$ cat config.mk
export PLATFORM = sky130hd
export DESIGN_NAME = qam_mapper_alamouti_core
export DESIGN_NICKNAME = d
export VERILOG_FILES = /design/src/hw/rtl/qma_pkg.sv /design/src/hw/rtl/qma_lane.sv /design/src/hw/rtl/qma_merge.sv /design/src/hw/rtl/qam_mapper_alamouti_core.sv
export SDC_FILE = /design/constraint.sdc
export NUM_CORES = 2
export LEC_CHECK = 0
export ABC_AREA = 1
export BUFFER_PORTS_ARGS = -buffer_cell sky130_fd_sc_hd__buf_2
export CAP_MARGIN = 20
export CORE_MARGIN = 2
export CORE_UTILIZATION = 67
export DETAILED_ROUTE_END_ITERATION = 8
export PLACE_DENSITY = 0.86
export SETUP_SLACK_MARGIN = 0.3
export SYNTH_ARGS = -nofsm -noshare
export SYNTH_HDL_FRONTEND = slang
export SYNTH_SLANG_ARGS = --single-unit
$ cat constraint.sdc
create_clock -name clk -period 8.86 [get_ports clk]
set_input_delay 1.772 -clock clk [delete_from_list [all_inputs] [get_ports clk]]
set_output_delay 1.772 -clock clk [all_outputs]
set_load 0.03 [all_outputs]
$ cat src/hw/rtl/qma_pkg.sv
`default_nettype none

package qma_pkg;

	localparam int unsigned VAL_W     = 16;
	localparam int unsigned LEVEL_W   = 15;
	localparam int unsigned BITS_W    = 12;
	localparam int unsigned LANES     = 4;
	localparam int unsigned IDX_W     = 3;
	localparam int unsigned PROD_W    = 34;
	localparam int unsigned ACC_W     = 18;
	localparam int unsigned SHIFT_Q15 = 15;

	localparam logic [LEVEL_W-1:0] QPSK_SCALE_Q15 = 15'd23170;

	localparam logic [1:0] MOD_QPSK  = 2'd0;
	localparam logic [1:0] MOD_QAM16 = 2'd1;
	localparam logic [1:0] MOD_QAM64 = 2'd2;

	localparam logic [1:0] ANT_SINGLE   = 2'd0;
	localparam logic [1:0] ANT_ALAMOUTI = 2'd1;
	localparam logic [1:0] ANT_CYCLE    = 2'd2;

	localparam logic [IDX_W-1:0] REG_MODULATION = 3'd0;
	localparam logic [IDX_W-1:0] REG_ANT_MODE   = 3'd1;
	localparam logic [IDX_W-1:0] REG_AMPLITUDE  = 3'd2;
	localparam logic [IDX_W-1:0] REG_Q16_A      = 3'd3;
	localparam logic [IDX_W-1:0] REG_Q16_B      = 3'd4;
	localparam logic [IDX_W-1:0] REG_Q64_A      = 3'd5;
	localparam logic [IDX_W-1:0] REG_Q64_B      = 3'd6;
	localparam logic [IDX_W-1:0] REG_Q64_C      = 3'd7;

	typedef struct packed {
		logic [1:0] mode;
		logic       odd;
		logic       mod_ok;
	} ctl_t;

	typedef struct packed {
		logic [VAL_W-1:0] r0;
		logic [VAL_W-1:0] i0;
		logic [VAL_W-1:0] r1;
		logic [VAL_W-1:0] i1;
		logic             w0;
		logic             w1;
		logic             step;
		logic             last;
	} res_t;

	function automatic logic [VAL_W-1:0] neg16(input logic [VAL_W-1:0] x);
		return VAL_W'(~x + 1'b1);
	endfunction

endpackage

`default_nettype wire

$ cat src/hw/rtl/qma_lane.sv
`default_nettype none

module qma_lane import qma_pkg::*; #(
	parameter logic [LEVEL_W-1:0] QPSK_SCALE = QPSK_SCALE_Q15
) (
	input  wire                 clk,
	input  wire                 en,
	input  wire [2:0]           bits,
	input  wire [1:0]           modulation,
	input  wire [LEVEL_W-1:0]   amplitude,
	input  wire [LEVEL_W-1:0]   q16_a,
	input  wire [LEVEL_W-1:0]   q16_b,
	input  wire [LEVEL_W-1:0]   q64_a,
	input  wire [LEVEL_W-1:0]   q64_b,
	input  wire [LEVEL_W-1:0]   q64_c,
	output logic [VAL_W-1:0]    value
);

	logic signed [ACC_W-1:0]  level;
	logic signed [ACC_W-1:0]  t_inner;
	logic signed [ACC_W-1:0]  t_mid;
	logic signed [ACC_W-1:0]  t_top;
	logic                     neg;
	logic                     zero;
	logic signed [ACC_W-1:0]  level_s1;
	logic                     neg_s1;
	logic                     zero_s1;
	logic signed [PROD_W-1:0] prod_s2;
	logic                     neg_s2;
	logic                     zero_s2;
	logic [VAL_W-1:0]         mag;

	always_comb begin
		level   = '0;
		neg     = 1'b0;
		zero    = 1'b0;
		t_inner = '0;
		t_mid   = '0;
		t_top   = '0;
		case (modulation)
			MOD_QPSK: begin
				level = signed'(ACC_W'(QPSK_SCALE));
				neg   = ~bits[0];
			end
			MOD_QAM16: begin
				t_mid = signed'(ACC_W'(q16_b));
				t_mid = bits[1] ? t_mid : -t_mid;
				t_top = signed'(ACC_W'(q16_a)) + t_mid;
				level = bits[0] ? t_top : -t_top;
			end
			MOD_QAM64: begin
				t_inner = signed'(ACC_W'(q64_c));
				t_inner = bits[2] ? t_inner : -t_inner;
				t_mid   = signed'(ACC_W'(q64_b)) + t_inner;
				t_mid   = bits[1] ? t_mid : -t_mid;
				t_top   = signed'(ACC_W'(q64_a)) + t_mid;
				level   = bits[0] ? t_top : -t_top;
			end
			default: begin
				zero = 1'b1;
			end
		endcase
	end

	always_ff @(posedge clk) begin
		if (en) begin
			level_s1 <= level;
			neg_s1   <= neg;
			zero_s1  <= zero;
			prod_s2  <= PROD_W'(signed'({1'b0, amplitude}) * level_s1);
			neg_s2   <= neg_s1;
			zero_s2  <= zero_s1;
		end
	end

	// Floor shift by 15 and wrap to 16 bits is a plain bit select.
	assign mag = prod_s2[SHIFT_Q15 +: VAL_W];

	always_comb begin
		if (zero_s2) begin
			value = '0;
		end else if (neg_s2) begin
			value = neg16(mag);
		end else begin
			value = mag;
		end
	end

endmodule

`default_nettype wire

$ cat src/hw/rtl/qma_merge.sv
`default_nettype none

module qma_merge import qma_pkg::*; (
	input  wire               clk,
	input  wire               arst_n,
	input  wire               load,
	input  wire ctl_t         ctl,
	input  wire [VAL_W-1:0]   x0r,
	input  wire [VAL_W-1:0]   x0i,
	input  wire [VAL_W-1:0]   x1r,
	input  wire [VAL_W-1:0]   x1i,
	output logic              free,
	output logic              m_tvalid,
	input  wire               m_tready,
	output logic [63:0]       m_tdata,
	output logic [2:0]        m_tuser,
	output logic              m_tlast
);

	logic valid_q;
	logic phase_q;
	logic two_q;
	res_t res0_q;
	res_t res1_q;
	res_t res0;
	res_t res1;
	res_t cur;

	assign free = ~valid_q | (m_tready & (~two_q | phase_q));

	always_comb begin
		res0 = '0;
		res1 = '0;
		if (ctl.mode == ANT_ALAMOUTI) begin
			res0 = '{r0: x0r, i0: x0i, r1: neg16(x1r), i1: x1i,
				w0: ctl.mod_ok, w1: ctl.mod_ok, step: 1'b0, last: 1'b0};
			res1 = '{r0: x1r, i0: x1i, r1: x0r, i1: neg16(x0i),
				w0: ctl.mod_ok, w1: ctl.mod_ok, step: 1'b1, last: 1'b1};
		end else if (ctl.mode == ANT_CYCLE && ctl.odd) begin
			res0.r1   = x0r;
			res0.i1   = x0i;
			res0.w1   = ctl.mod_ok;
			res0.last = 1'b1;
		end else begin
			res0.r0   = x0r;
			res0.i0   = x0i;
			res0.w0   = ctl.mod_ok;
			res0.last = 1'b1;
		end
	end

	always_ff @(posedge clk or negedge arst_n) begin
		if (!arst_n) begin
			valid_q <= 1'b0;
			phase_q <= 1'b0;
			two_q   <= 1'b0;
		end else begin
			if (load) begin
				valid_q <= 1'b1;
				phase_q <= 1'b0;
				two_q   <= (ctl.mode == ANT_ALAMOUTI);
			end else if (valid_q && m_tready) begin
				if (two_q && !phase_q) begin
					phase_q <= 1'b1;
				end else begin
					valid_q <= 1'b0;
				end
			end
		end
	end

	always_ff @(posedge clk) begin
		if (load) begin
			res0_q <= res0;
			res1_q <= res1;
		end
	end

	assign cur      = phase_q ? res1_q : res0_q;
	assign m_tvalid = valid_q;
	assign m_tdata  = {cur.i1, cur.r1, cur.i0, cur.r0};
	assign m_tuser  = {cur.step, cur.w1, cur.w0};
	assign m_tlast  = cur.last;

endmodule

`default_nettype wire

$ cat src/hw/rtl/qam_mapper_alamouti_core.sv
// QAM mapper with Alamouti precoding.
// Input stream: s_tdata[11:0] carries the coded bits (bit 0 first in the stream),
// and s_tuser carries the subcarrier parity. A transfer on the input is one subcarrier,
// or one subcarrier pair in Alamouti mode.
// Output stream: m_tdata carries the four antenna values, m_tuser the two write flags
// and the subcarrier step, and m_tlast marks the final result of an input transfer.
// Single-antenna and cycling modes give one result per input; Alamouti gives two.
// Four axis lanes map and scale in parallel; each lane has a level stage and a
// multiply stage, and a merge stage builds the results into an output register.
// The block takes one input per cycle while the receiver is ready; in Alamouti mode
// it holds the next input while the output register emits the first of its two results,
// and the output register emits one result per cycle while the receiver is ready.
// When the receiver stalls, the whole pipeline holds and s_tready drops.
// Reset clears the pipeline and sets the registers to QPSK, single antenna and full
// amplitude. Registers are written on the cfg channel, which is always ready; the user must
// write them only while the block is idle, which the block itself does not enforce.
`default_nettype none

module qam_mapper_alamouti_core import qma_pkg::*; #(
	parameter logic [LEVEL_W-1:0] QPSK_SCALE = QPSK_SCALE_Q15
) (
	input  wire               clk,
	input  wire               arst_n,
	input  wire               cfg_valid,
	output logic              cfg_ready,
	input  wire [IDX_W-1:0]   cfg_index,
	input  wire [14:0]        cfg_data,
	input  wire               s_tvalid,
	output logic              s_tready,
	input  wire [15:0]        s_tdata,  // [11:0] coded_bits, rest zero
	input  wire               s_tuser,  // [0] re_odd
	output logic              m_tvalid,
	input  wire               m_tready,
	output logic [63:0]       m_tdata,  // ant0_real, ant0_imag, ant1_real, ant1_imag
	output logic [2:0]        m_tuser,  // [0] ant0_write, [1] ant1_write, [2] carrier_step
	output logic              m_tlast
);

	logic [1:0]         modulation_q;
	logic [1:0]         ant_mode_q;
	logic [LEVEL_W-1:0] amplitude_q;
	logic [LEVEL_W-1:0] q16_a_q;
	logic [LEVEL_W-1:0] q16_b_q;
	logic [LEVEL_W-1:0] q64_a_q;
	logic [LEVEL_W-1:0] q64_b_q;
	logic [LEVEL_W-1:0] q64_c_q;

	logic               adv;
	logic               valid_s1;
	logic               valid_s2;
	ctl_t               ctl_in;
	ctl_t               ctl_s1;
	ctl_t               ctl_s2;
	logic [BITS_W-1:0]  cb;
	logic [2:0]         lane_bits [LANES];
	logic [VAL_W-1:0]   lane_val  [LANES];
	logic               load;

	assign cfg_ready = 1'b1;

	always_ff @(posedge clk or negedge arst_n) begin
		if (!arst_n) begin
			modulation_q <= MOD_QPSK;
			ant_mode_q   <= ANT_SINGLE;
			amplitude_q  <= 15'h7FFF;
			q16_a_q      <= '0;
			q16_b_q      <= '0;
			q64_a_q      <= '0;
			q64_b_q      <= '0;
			q64_c_q      <= '0;
		end else if (cfg_valid) begin
			case (cfg_index)
				REG_MODULATION: modulation_q <= cfg_data[1:0];
				REG_ANT_MODE:   ant_mode_q   <= cfg_data[1:0];
				REG_AMPLITUDE:  amplitude_q  <= cfg_data;
				REG_Q16_A:      q16_a_q      <= cfg_data;
				REG_Q16_B:      q16_b_q      <= cfg_data;
				REG_Q64_A:      q64_a_q      <= cfg_data;
				REG_Q64_B:      q64_b_q      <= cfg_data;
				REG_Q64_C:      q64_c_q      <= cfg_data;
				default: begin
				end
			endcase
		end
	end

	assign cb       = s_tdata[BITS_W-1:0];
	assign s_tready = adv;

	// Axis order in the stream: x0 real, x0 imag, x1 real, x1 imag.
	always_comb begin
		case (modulation_q)
			MOD_QPSK: begin
				lane_bits[0] = 3'(cb);
				lane_bits[1] = 3'(cb >> 1);
				lane_bits[2] = 3'(cb >> 2);
				lane_bits[3] = 3'(cb >> 3);
			end
			MOD_QAM16: begin
				lane_bits[0] = 3'(cb);
				lane_bits[1] = 3'(cb >> 2);
				lane_bits[2] = 3'(cb >> 4);
				lane_bits[3] = 3'(cb >> 6);
			end
			MOD_QAM64: begin
				lane_bits[0] = 3'(cb);
				lane_bits[1] = 3'(cb >> 3);
				lane_bits[2] = 3'(cb >> 6);
				lane_bits[3] = 3'(cb >> 9);
			end
			default: begin
				lane_bits[0] = '0;
				lane_bits[1] = '0;
				lane_bits[2] = '0;
				lane_bits[3] = '0;
			end
		endcase
	end

	always_comb begin
		ctl_in.mode   = ant_mode_q;
		ctl_in.odd    = s_tuser;
		ctl_in.mod_ok = modulation_q inside {MOD_QPSK, MOD_QAM16, MOD_QAM64};
	end

	always_ff @(posedge clk or negedge arst_n) begin
		if (!arst_n) begin
			valid_s1 <= 1'b0;
			valid_s2 <= 1'b0;
		end else if (adv) begin
			valid_s1 <= s_tvalid;
			valid_s2 <= valid_s1;
		end
	end

	always_ff @(posedge clk) begin
		if (adv) begin
			ctl_s1 <= ctl_in;
			ctl_s2 <= ctl_s1;
		end
	end

	for (genvar g = 0; g < LANES; g++) begin : g_lane
		qma_lane #(
			.QPSK_SCALE (QPSK_SCALE)
		) u_lane (
			.clk        (clk),
			.en         (adv),
			.bits       (lane_bits[g]),
			.modulation (modulation_q),
			.amplitude  (amplitude_q),
			.q16_a      (q16_a_q),
			.q16_b      (q16_b_q),
			.q64_a      (q64_a_q),
			.q64_b      (q64_b_q),
			.q64_c      (q64_c_q),
			.value      (lane_val[g])
		);
	end

	// Items in the unused antenna mode produce no result.
	assign load = adv & valid_s2 & (ctl_s2.mode inside {ANT_SINGLE, ANT_ALAMOUTI, ANT_CYCLE});

	qma_merge u_merge (
		.clk      (clk),
		.arst_n   (arst_n),
		.load     (load),
		.ctl      (ctl_s2),
		.x0r      (lane_val[0]),
		.x0i      (lane_val[1]),
		.x1r      (lane_val[2]),
		.x1i      (lane_val[3]),
		.free     (adv),
		.m_tvalid (m_tvalid),
		.m_tready (m_tready),
		.m_tdata  (m_tdata),
		.m_tuser  (m_tuser),
		.m_tlast  (m_tlast)
	);

endmodule

`default_nettype wire

---- Word-level counts from Yosys, hierarchy flattened ----
Cells that the tools add are included.
W data, S select, Z words.
word-level totals
  output and inout port bits .............. 71
  register bits after elaboration ......... 447
cells by class
  reductions and logical operators ........ 22
  add/sub/neg operators ................... 32
  muxes and demuxes ....................... 48
  $mul .................................... 4
  bitwise operators ....................... 17
  eq/ne operators ......................... 12
operators with widths
  cell                     count
  $mux W18                 20
  $add A16 B18 Y18         12
  $neg A18 Y18             12
  $pmux W18 S3             4
  $mux W16                 8
  $mul A16 B18 Y31         4
  $add A16 B1 Y16 const B  6
  $not A16 Y16             6
  $mux W68                 1
  $mux W66                 1
  $mux W32                 2
  $neg A15 Y18             2
  $pmux W12 S3             1
  $reduce_and A2 Y1        10
  $eq A3 B3 Y1 const B     4
  $mux W1                  10
  $eq A3 B2 Y1 const B     2
  $not A1 Y1               6
  $reduce_bool A3 Y1       2
  $eq A2 B1 Y1 const B     2
  $eq A2 B2 Y1 const B     2
  $logic_not A2 Y1         2
  $reduce_bool A2 Y1       2
  $and A1 B1 Y1            3
  8 further kinds          11

---- Longest topological paths before layout ----
  depth in word-level cells ............... 10
  gate-level depth with buffers ........... 43
  mapped depth without buffers ............ 41

---- Hierarchy ----
Synthesis repeated with hierarchy kept, for this count alone.
unflattened totals
  cell total of the unflattened synthesis .. 10207
  area total of the unflattened synthesis .. 75032.0 µm²
modules (own cells, without submodules)
  module                       instances  area an instance (µm²)  cells an instance
  qma_lane (g_lane[1].u_lane)  1          16075.4                 2273
  qma_lane (g_lane[3].u_lane)  1          16030.4                 2239
  qma_lane (g_lane[2].u_lane)  1          16027.9                 2259
  qma_lane (g_lane[0].u_lane)  1          16010.4                 2230
  qma_merge                    1          6690.2                  724
  qam_mapper_alamouti_core     1          4197.8                  482

---- Worst setup path after synthesis ----
No wires, ideal clock.
  path kind ............................... input port to flip-flop
  start point ............................. input m_tready
  end point ............................... register u_merge.phase_q
  arrival time ............................ 9351 ps
  path buffers ............................ 0
  data required time ...................... 8742 ps
  setup slack ............................. -610 ps
  stages .................................. 6
  cells stage by stage .................... o21ai_0 > nand2_1 > and3_1 > inv_1 > nand2_1 > inv_1
between the ends
  longest elaborated chain between the ends .. 6
ends and longest elaborated chain
  item                                 line                             text
  start, declared                      qam_mapper_alamouti_core.sv:33   input wire m_tready,
  $and A1 B1 Y1 *                      qma_merge.sv:29                  assign free = ~valid_q | (m_tready & (~two_q | phase_q));
  $or A1 B1 Y1 *                       qma_merge.sv:29
  via s_tready                         qam_mapper_alamouti_core.sv:29   output logic s_tready,
  $and A1 B1 Y1 * (2 in series)        qam_mapper_alamouti_core.sv:162  assign load = adv & valid_s2 & (ctl_s2.mode inside {ANT_SINGLE, ANT_ALAMOUTI, ANT_CYCLE});
  via load                             qam_mapper_alamouti_core.sv:57   logic load;
  $reduce_bool A2 Y1 (no source line)  -
  $reduce_and A2 Y1 (no source line)   -
  end signal, assigned                 qma_merge.sv:55                  phase_q <= 1'b0;
  end signal, assigned                 qma_merge.sv:60                  phase_q <= 1'b0;
  end signal, assigned                 qma_merge.sv:64                  phase_q <= 1'b1;
  end, declared                        qma_merge.sv:21                  logic phase_q;
The timed path passes the listed nets; every way through them passes the cells marked *.
A chain may end at the register's enable or synchronous reset.

---- Final worst setup path ----
  start point ............................. register amplitude_q[3]
  end point ............................... register g_lane[2].u_lane.prod_s2[30] (data pin)
between the ends
  longest elaborated chain between the ends .. 1
ends and longest elaborated chain
  item                    line                            text
  start, declared         qam_mapper_alamouti_core.sv:41  logic [LEVEL_W-1:0] amplitude_q;
  start signal, assigned  qam_mapper_alamouti_core.sv:75  REG_AMPLITUDE: amplitude_q <= cfg_data;
  $mul A16 B18 Y31        qma_lane.sv:70                  prod_s2 <= PROD_W'(signed'({1'b0, amplitude}) * level_s1);
  end signal, assigned    qma_lane.sv:70
  end, declared           qma_lane.sv:28                  logic signed [PROD_W-1:0] prod_s2;
No other way between the ends.

==> impl.org <==
** Route
- In this run the top signal layer used is met5.
- In the routed layout, each cell is associated on average with a via count of 5.75.
- First-pass detailed-route iteration total :: 7
- After detailed routing, the met3 layer carries 21.8 mm of wire.
- Number of vias after detailed routing :: 63500
- Post-DRT Antenna Nets :: 0
- In the final routing, the length of wire on met1 measures 77.9 mm.
- DRC violation count after routing :: 0
- For this block, the routed nets add up to 212 mm of wire.
- In the final routed layout, each cell accounts on average for 19.2 um.
- Detailed routing placed a total of 99.3 mm of wire on met2.
- Drt first-iter violations :: 6499

** Clock tree
- The number of setup buffers added after CTS is 0.
- CTS H-tree lvls :: 2
- Clock tree from TritonCTS :: yes
- The longest clock path from root to sink contains 3 buffers.
- Quantity of gates resized following cts :: 0
- Sink count of the clock tree :: 383
- Hold buffers post-CTS :: 0
- Clock latency on the worst-skew pair, taken at its later pin, is 0.67 ns.
- Clock root buffer :: sky130_fd_sc_hd__clkbuf_16
- CTS clk-pin slew, worst paths :: 0.06 ns
- Num CTS Buffers :: 46

** Setup path
- Cell Chain, Critical Path :: buf_4 -> nand2_1 -> inv_1 -> fa_1 -> fa_1 -> inv_1 -> fa_1 -> fa_1 -> fa_1 -> fa_1 -> inv_1 -> ha_1 -> nand2_1 -> nor4_1 -> nand3_1 -> o21ai_0 -> a21oi_1 -> xor2_1
- Peak per-stage delay on the critical path :: 1.08 ns
- Classification of the worst setup path :: flip-flop to flip-flop
- WP data required :: 9.24 ns
- CP arrival :: 7.72 ns
- In this run the critical register-to-register path is captured at g_lane[2].u_lane.prod_s2[30]$_DFFE_PN_.
- The setup check on the worst reg-to-reg path leaves a slack of 1.52 ns.
- Among all stages on the critical path, the largest delay is contributed by sky130_fd_sc_hd__dfstp_2.
- The worst register-to-register path has a depth of 18.
- Launch instance of the worst register-to-register path :: amplitude_q[3]$_DFFE_PN1P_
- The most numerous cell type found on the critical path is sky130_fd_sc_hd__fa_1.
- CP Capture Type :: flip-flop
- STA classifies the critical path startpoint as a flip-flop.
- Crit-path max FO :: 29

** STA
- Final Cycle Share :: 0.828
- Final count of negative-setup-slack endpoints :: 0
- For the pin with the worst max-slew slack, the measured transition is 1.17 ns.
- Setup repair after global routing missed its margin :: no
- Sum of negative setup slack :: 0 ns
- Clock skew on the completed layout was measured at 0.0585 ns.
- Final count of hold timing violations :: 0
- Minimum clock period after layout :: 7.34 ns
- The worst pin sits at a relative slew slack of 0.219.
- Minimum setup slack in the final design :: 1.52 ns
- Pins over their slew limit :: 0
- Upper clock frequency limit :: 136 MHz

** Finish
- Top library cells by usage in the layout, fill and taps aside :: sky130_fd_sc_hd__nand2_1 (2719), sky130_fd_sc_hd__inv_1 (2207), sky130_fd_sc_hd__fa_1 (1016)
- Area growth from synthesis to final layout :: 4.69%
- Net total in the final layout :: 11200
- Post-route insts no fill :: 11000
- Of the cells placed in the final design, the portion with a size suffix greater than 1 is 0.0415.
- Commonest non-fill, non-tap cell in the layout :: sky130_fd_sc_hd__nand2_1
- The filler cells instantiated in the layout total 8258.

** Placement
- The wire-length estimate of the detail-placed layout is 169 mm.
- Once placement completed, the tool counted placed cells totaling 10900.
- Buffers placed on the I/O ports in this run total 105.
- At the placement stage, the worst setup path has a slack of 1.59 ns.
- At the end of routability-driven placement, the weighted congestion stood at 1.01.

** GRT
- Overall fraction of global-route tracks in use :: 0.395
- The first global-routing pass estimated 337 mm of wire.
- Number of global-route vias before repair :: 64500
- Total congestion overflow :: 0
- Number of antenna violations at the first check in global routing :: 2
- Pin count of the biggest net entering global routing :: 92

** Yosys
- During synthesis, Yosys emitted a total of 0 warnings.
- Post-synth top flop :: sky130_fd_sc_hd__edfxtp_1
- Flip-flop and latch count after synthesis :: 383
- Of the synthesized area, sequential elements account for 0.154.
- The netlist uses 62 different library cells.
- Synth Instances :: 9712
- Number of enable-type register cells in the synthesized netlist :: 284
- Mapped Area :: 71600 um2
- In the synthesized netlist the async set-or-reset flop fraction comes to 0.258.
- The average instance in the mapped netlist occupies 7.38 um2.
- Number of nets in the synthesized netlist :: 11300

** Floorplan
- For this configuration, the core starts out at a cell density of 0.678.
- Core Footprint :: 106000 um2
- Die Outline Area :: 110000 um2
- Die X :: 331 um
- In this run the core area contains 119 standard-cell rows.
- Die height :: 331 um
- In this run the count of I/O pins placed on the die edge is 111.

** Run status
- The run finished with clean final reports.

** Job
- Max-capacitance violation count :: 0

** Hold path
- Startpoint of the worst hold path :: g_lane[0].u_lane.neg_s1$_SDFFCE_PP0N_
- For hold timing, the worst endpoint is g_lane[0].u_lane.neg_s2$_DFFE_PN_.
- The min-delay analysis places its worst path in the category flip-flop to flip-flop.
- Worst Hold Path Cells :: 0
## how the worst max path moves through the flow
| stage | startpoint | end | slack (ns) | cells after the start |
|---|---|---|---|---|
| final | amplitude_q[3]$_DFFE_PN1P_ | g_lane[2].u_lane.prod_s2[30]$_DFFE_PN_ | 1.52 | 18 |
| after global routing | amplitude_q[2]$_DFFE_PN1P_ | g_lane[0].u_lane.prod_s2[29]$_DFFE_PN_ | 1.07 | 25 |
| after CTS | amplitude_q[2]$_DFFE_PN1P_ | g_lane[0].u_lane.prod_s2[29]$_DFFE_PN_ | 1.61 | 25 |
| after detailed placement | s_tdata[3] | g_lane[1].u_lane.level_s1[16]$_DFFE_PN_ | 1.59 | 38 |
| after global placement | s_tdata[2] | g_lane[0].u_lane.level_s1[17]$_DFFE_PN_ | 1.57 | 34 |
| after floorplan | m_tready | u_merge.phase_q$_DFFE_PN0P_ | 1.08 | 6 |
## kinds of logic after synthesis
kind of cell / Yosys count / synth area share
other: 1 / 0.0000523
buffers and inverters: 2562 / 0.135
AND/OR/NAND/NOR: 3891 / 0.222
flip-flops: 383 / 0.154
adder cells (fa/ha/maj): 1519 / 0.372
AO/OA/AOI/OAI: 1043 / 0.0786
XOR/XNOR: 313 / 0.0386
## critical path: cells and delay by family, from the launching register on
kind / cells / cell delay (ns)
buffers and inverters: 4 / 0.83
DFF: 1 / 1.08
xor gates and xnor gates: 1 / 0.47
AOI/OAI and AO/OA: 2 / 0.58
adders and majority gates: 7 / 3.37
and+or+nand+nor: 4 / 0.71
## Yosys cell counts (5+ instances only)
cell type | instances | area [um2]
sky130_fd_sc_hd__o21ai_0 | 456 | 2280
sky130_fd_sc_hd__nand3_1 | 337 | 1690
sky130_fd_sc_hd__o22ai_1 | 29 | 181
sky130_fd_sc_hd__a31oi_1 | 11 | 68.8
sky130_fd_sc_hd__nor2_2 | 23 | 144
sky130_fd_sc_hd__buf_1 | 20 | 75.1
sky130_fd_sc_hd__dfstp_2 | 15 | 394
sky130_fd_sc_hd__nand2_1 | 2720 | 10200
sky130_fd_sc_hd__fa_1 | 1016 | 20300
sky130_fd_sc_hd__and3_1 | 7 | 43.8
sky130_fd_sc_hd__ha_1 | 503 | 6290
sky130_fd_sc_hd__nor3_1 | 106 | 531
sky130_fd_sc_hd__nand2_2 | 27 | 169
sky130_fd_sc_hd__a21o_1 | 6 | 45.0
sky130_fd_sc_hd__a21boi_0 | 8 | 60.1
sky130_fd_sc_hd__dfrtp_1 | 84 | 2100
sky130_fd_sc_hd__clkbuf_1 | 287 | 1080
sky130_fd_sc_hd__nand4_1 | 77 | 482
sky130_fd_sc_hd__inv_2 | 24 | 90.1
sky130_fd_sc_hd__o31ai_1 | 23 | 173
sky130_fd_sc_hd__o211ai_1 | 15 | 113
sky130_fd_sc_hd__inv_1 | 2207 | 8280
sky130_fd_sc_hd__xor2_1 | 185 | 1620
sky130_fd_sc_hd__o21bai_1 | 26 | 195
sky130_fd_sc_hd__or2_2 | 9 | 56.3
sky130_fd_sc_hd__nor4_1 | 13 | 81.3
sky130_fd_sc_hd__edfxtp_1 | 284 | 8530
sky130_fd_sc_hd__buf_2 | 13 | 65.1
sky130_fd_sc_hd__o221ai_1 | 6 | 52.6
sky130_fd_sc_hd__nor2_1 | 496 | 1860
sky130_fd_sc_hd__nor3_2 | 10 | 100
sky130_fd_sc_hd__xnor2_1 | 125 | 1090
sky130_fd_sc_hd__nand3_2 | 6 | 60.1
sky130_fd_sc_hd__o32ai_1 | 5 | 43.8
sky130_fd_sc_hd__and2_1 | 13 | 81.3
sky130_fd_sc_hd__o21ai_2 | 6 | 52.6
sky130_fd_sc_hd__o21ai_1 | 17 | 85.1
sky130_fd_sc_hd__a21oi_1 | 401 | 2010
sky130_fd_sc_hd__or2_1 | 5 | 31.3
sky130_fd_sc_hd__o21a_1 | 12 | 90.1
sky130_fd_sc_hd__a211oi_1 | 6 | 45.0
sky130_fd_sc_hd__nand3b_1 | 31 | 233
## cell type report
| cell class | instances | area [um2] | share of cell area |
|---|---|---|---|
| tap | 1391 | 1740 | 0.0232 |
| multi-input combinational | 6767 | 51000 | 0.680 |
| timing repair buffer | 174 | 1150 | 0.0154 |
| sequential | 383 | 11000 | 0.147 |
| clock inverter | 34 | 474 | 0.00632 |
| inverter | 2234 | 8390 | 0.112 |
| clock buffer | 52 | 1210 | 0.0162 |
| antenna | 2 | 5.00 | 0.0000667 |
## sequential cells by signal, indices dropped and copies added, names as in the netlist, 4 cells and up
register                flops
q64_b_q                    15
g_lane.u_lane.neg_s1        4
ctl_s2                      4
q64_a_q                    15
amplitude_q                15
q16_b_q                    15
g_lane.u_lane.neg_s2        4
g_lane.u_lane.level_s1     69
g_lane.u_lane.prod_s2      64
q64_c_q                    15
u_merge.res0_q             67
q16_a_q                    15
u_merge.res1_q             66
ctl_s1                      4
## per-layer routing
metal,vias to the layer above,global-route usage
met5,-,0
met4,2,0.207
met2,3403,0.661
met3,804,0.0908
li1,29200,-
met1,30100,0.479
## per-stage QoR
step,utilization,hold slack (ns),area (um2)
floorplan,-,0.400,71600
detailed placement,0.693,0.416,73200
finish,0.709,0.431,75000
global placement,0.692,0.402,73200
global route,0.709,0.439,75000
CTS,0.709,0.434,74900
Power is not shown: default switching activity piles up to over one toggle a cycle in this logic, so the estimate is an artifact.
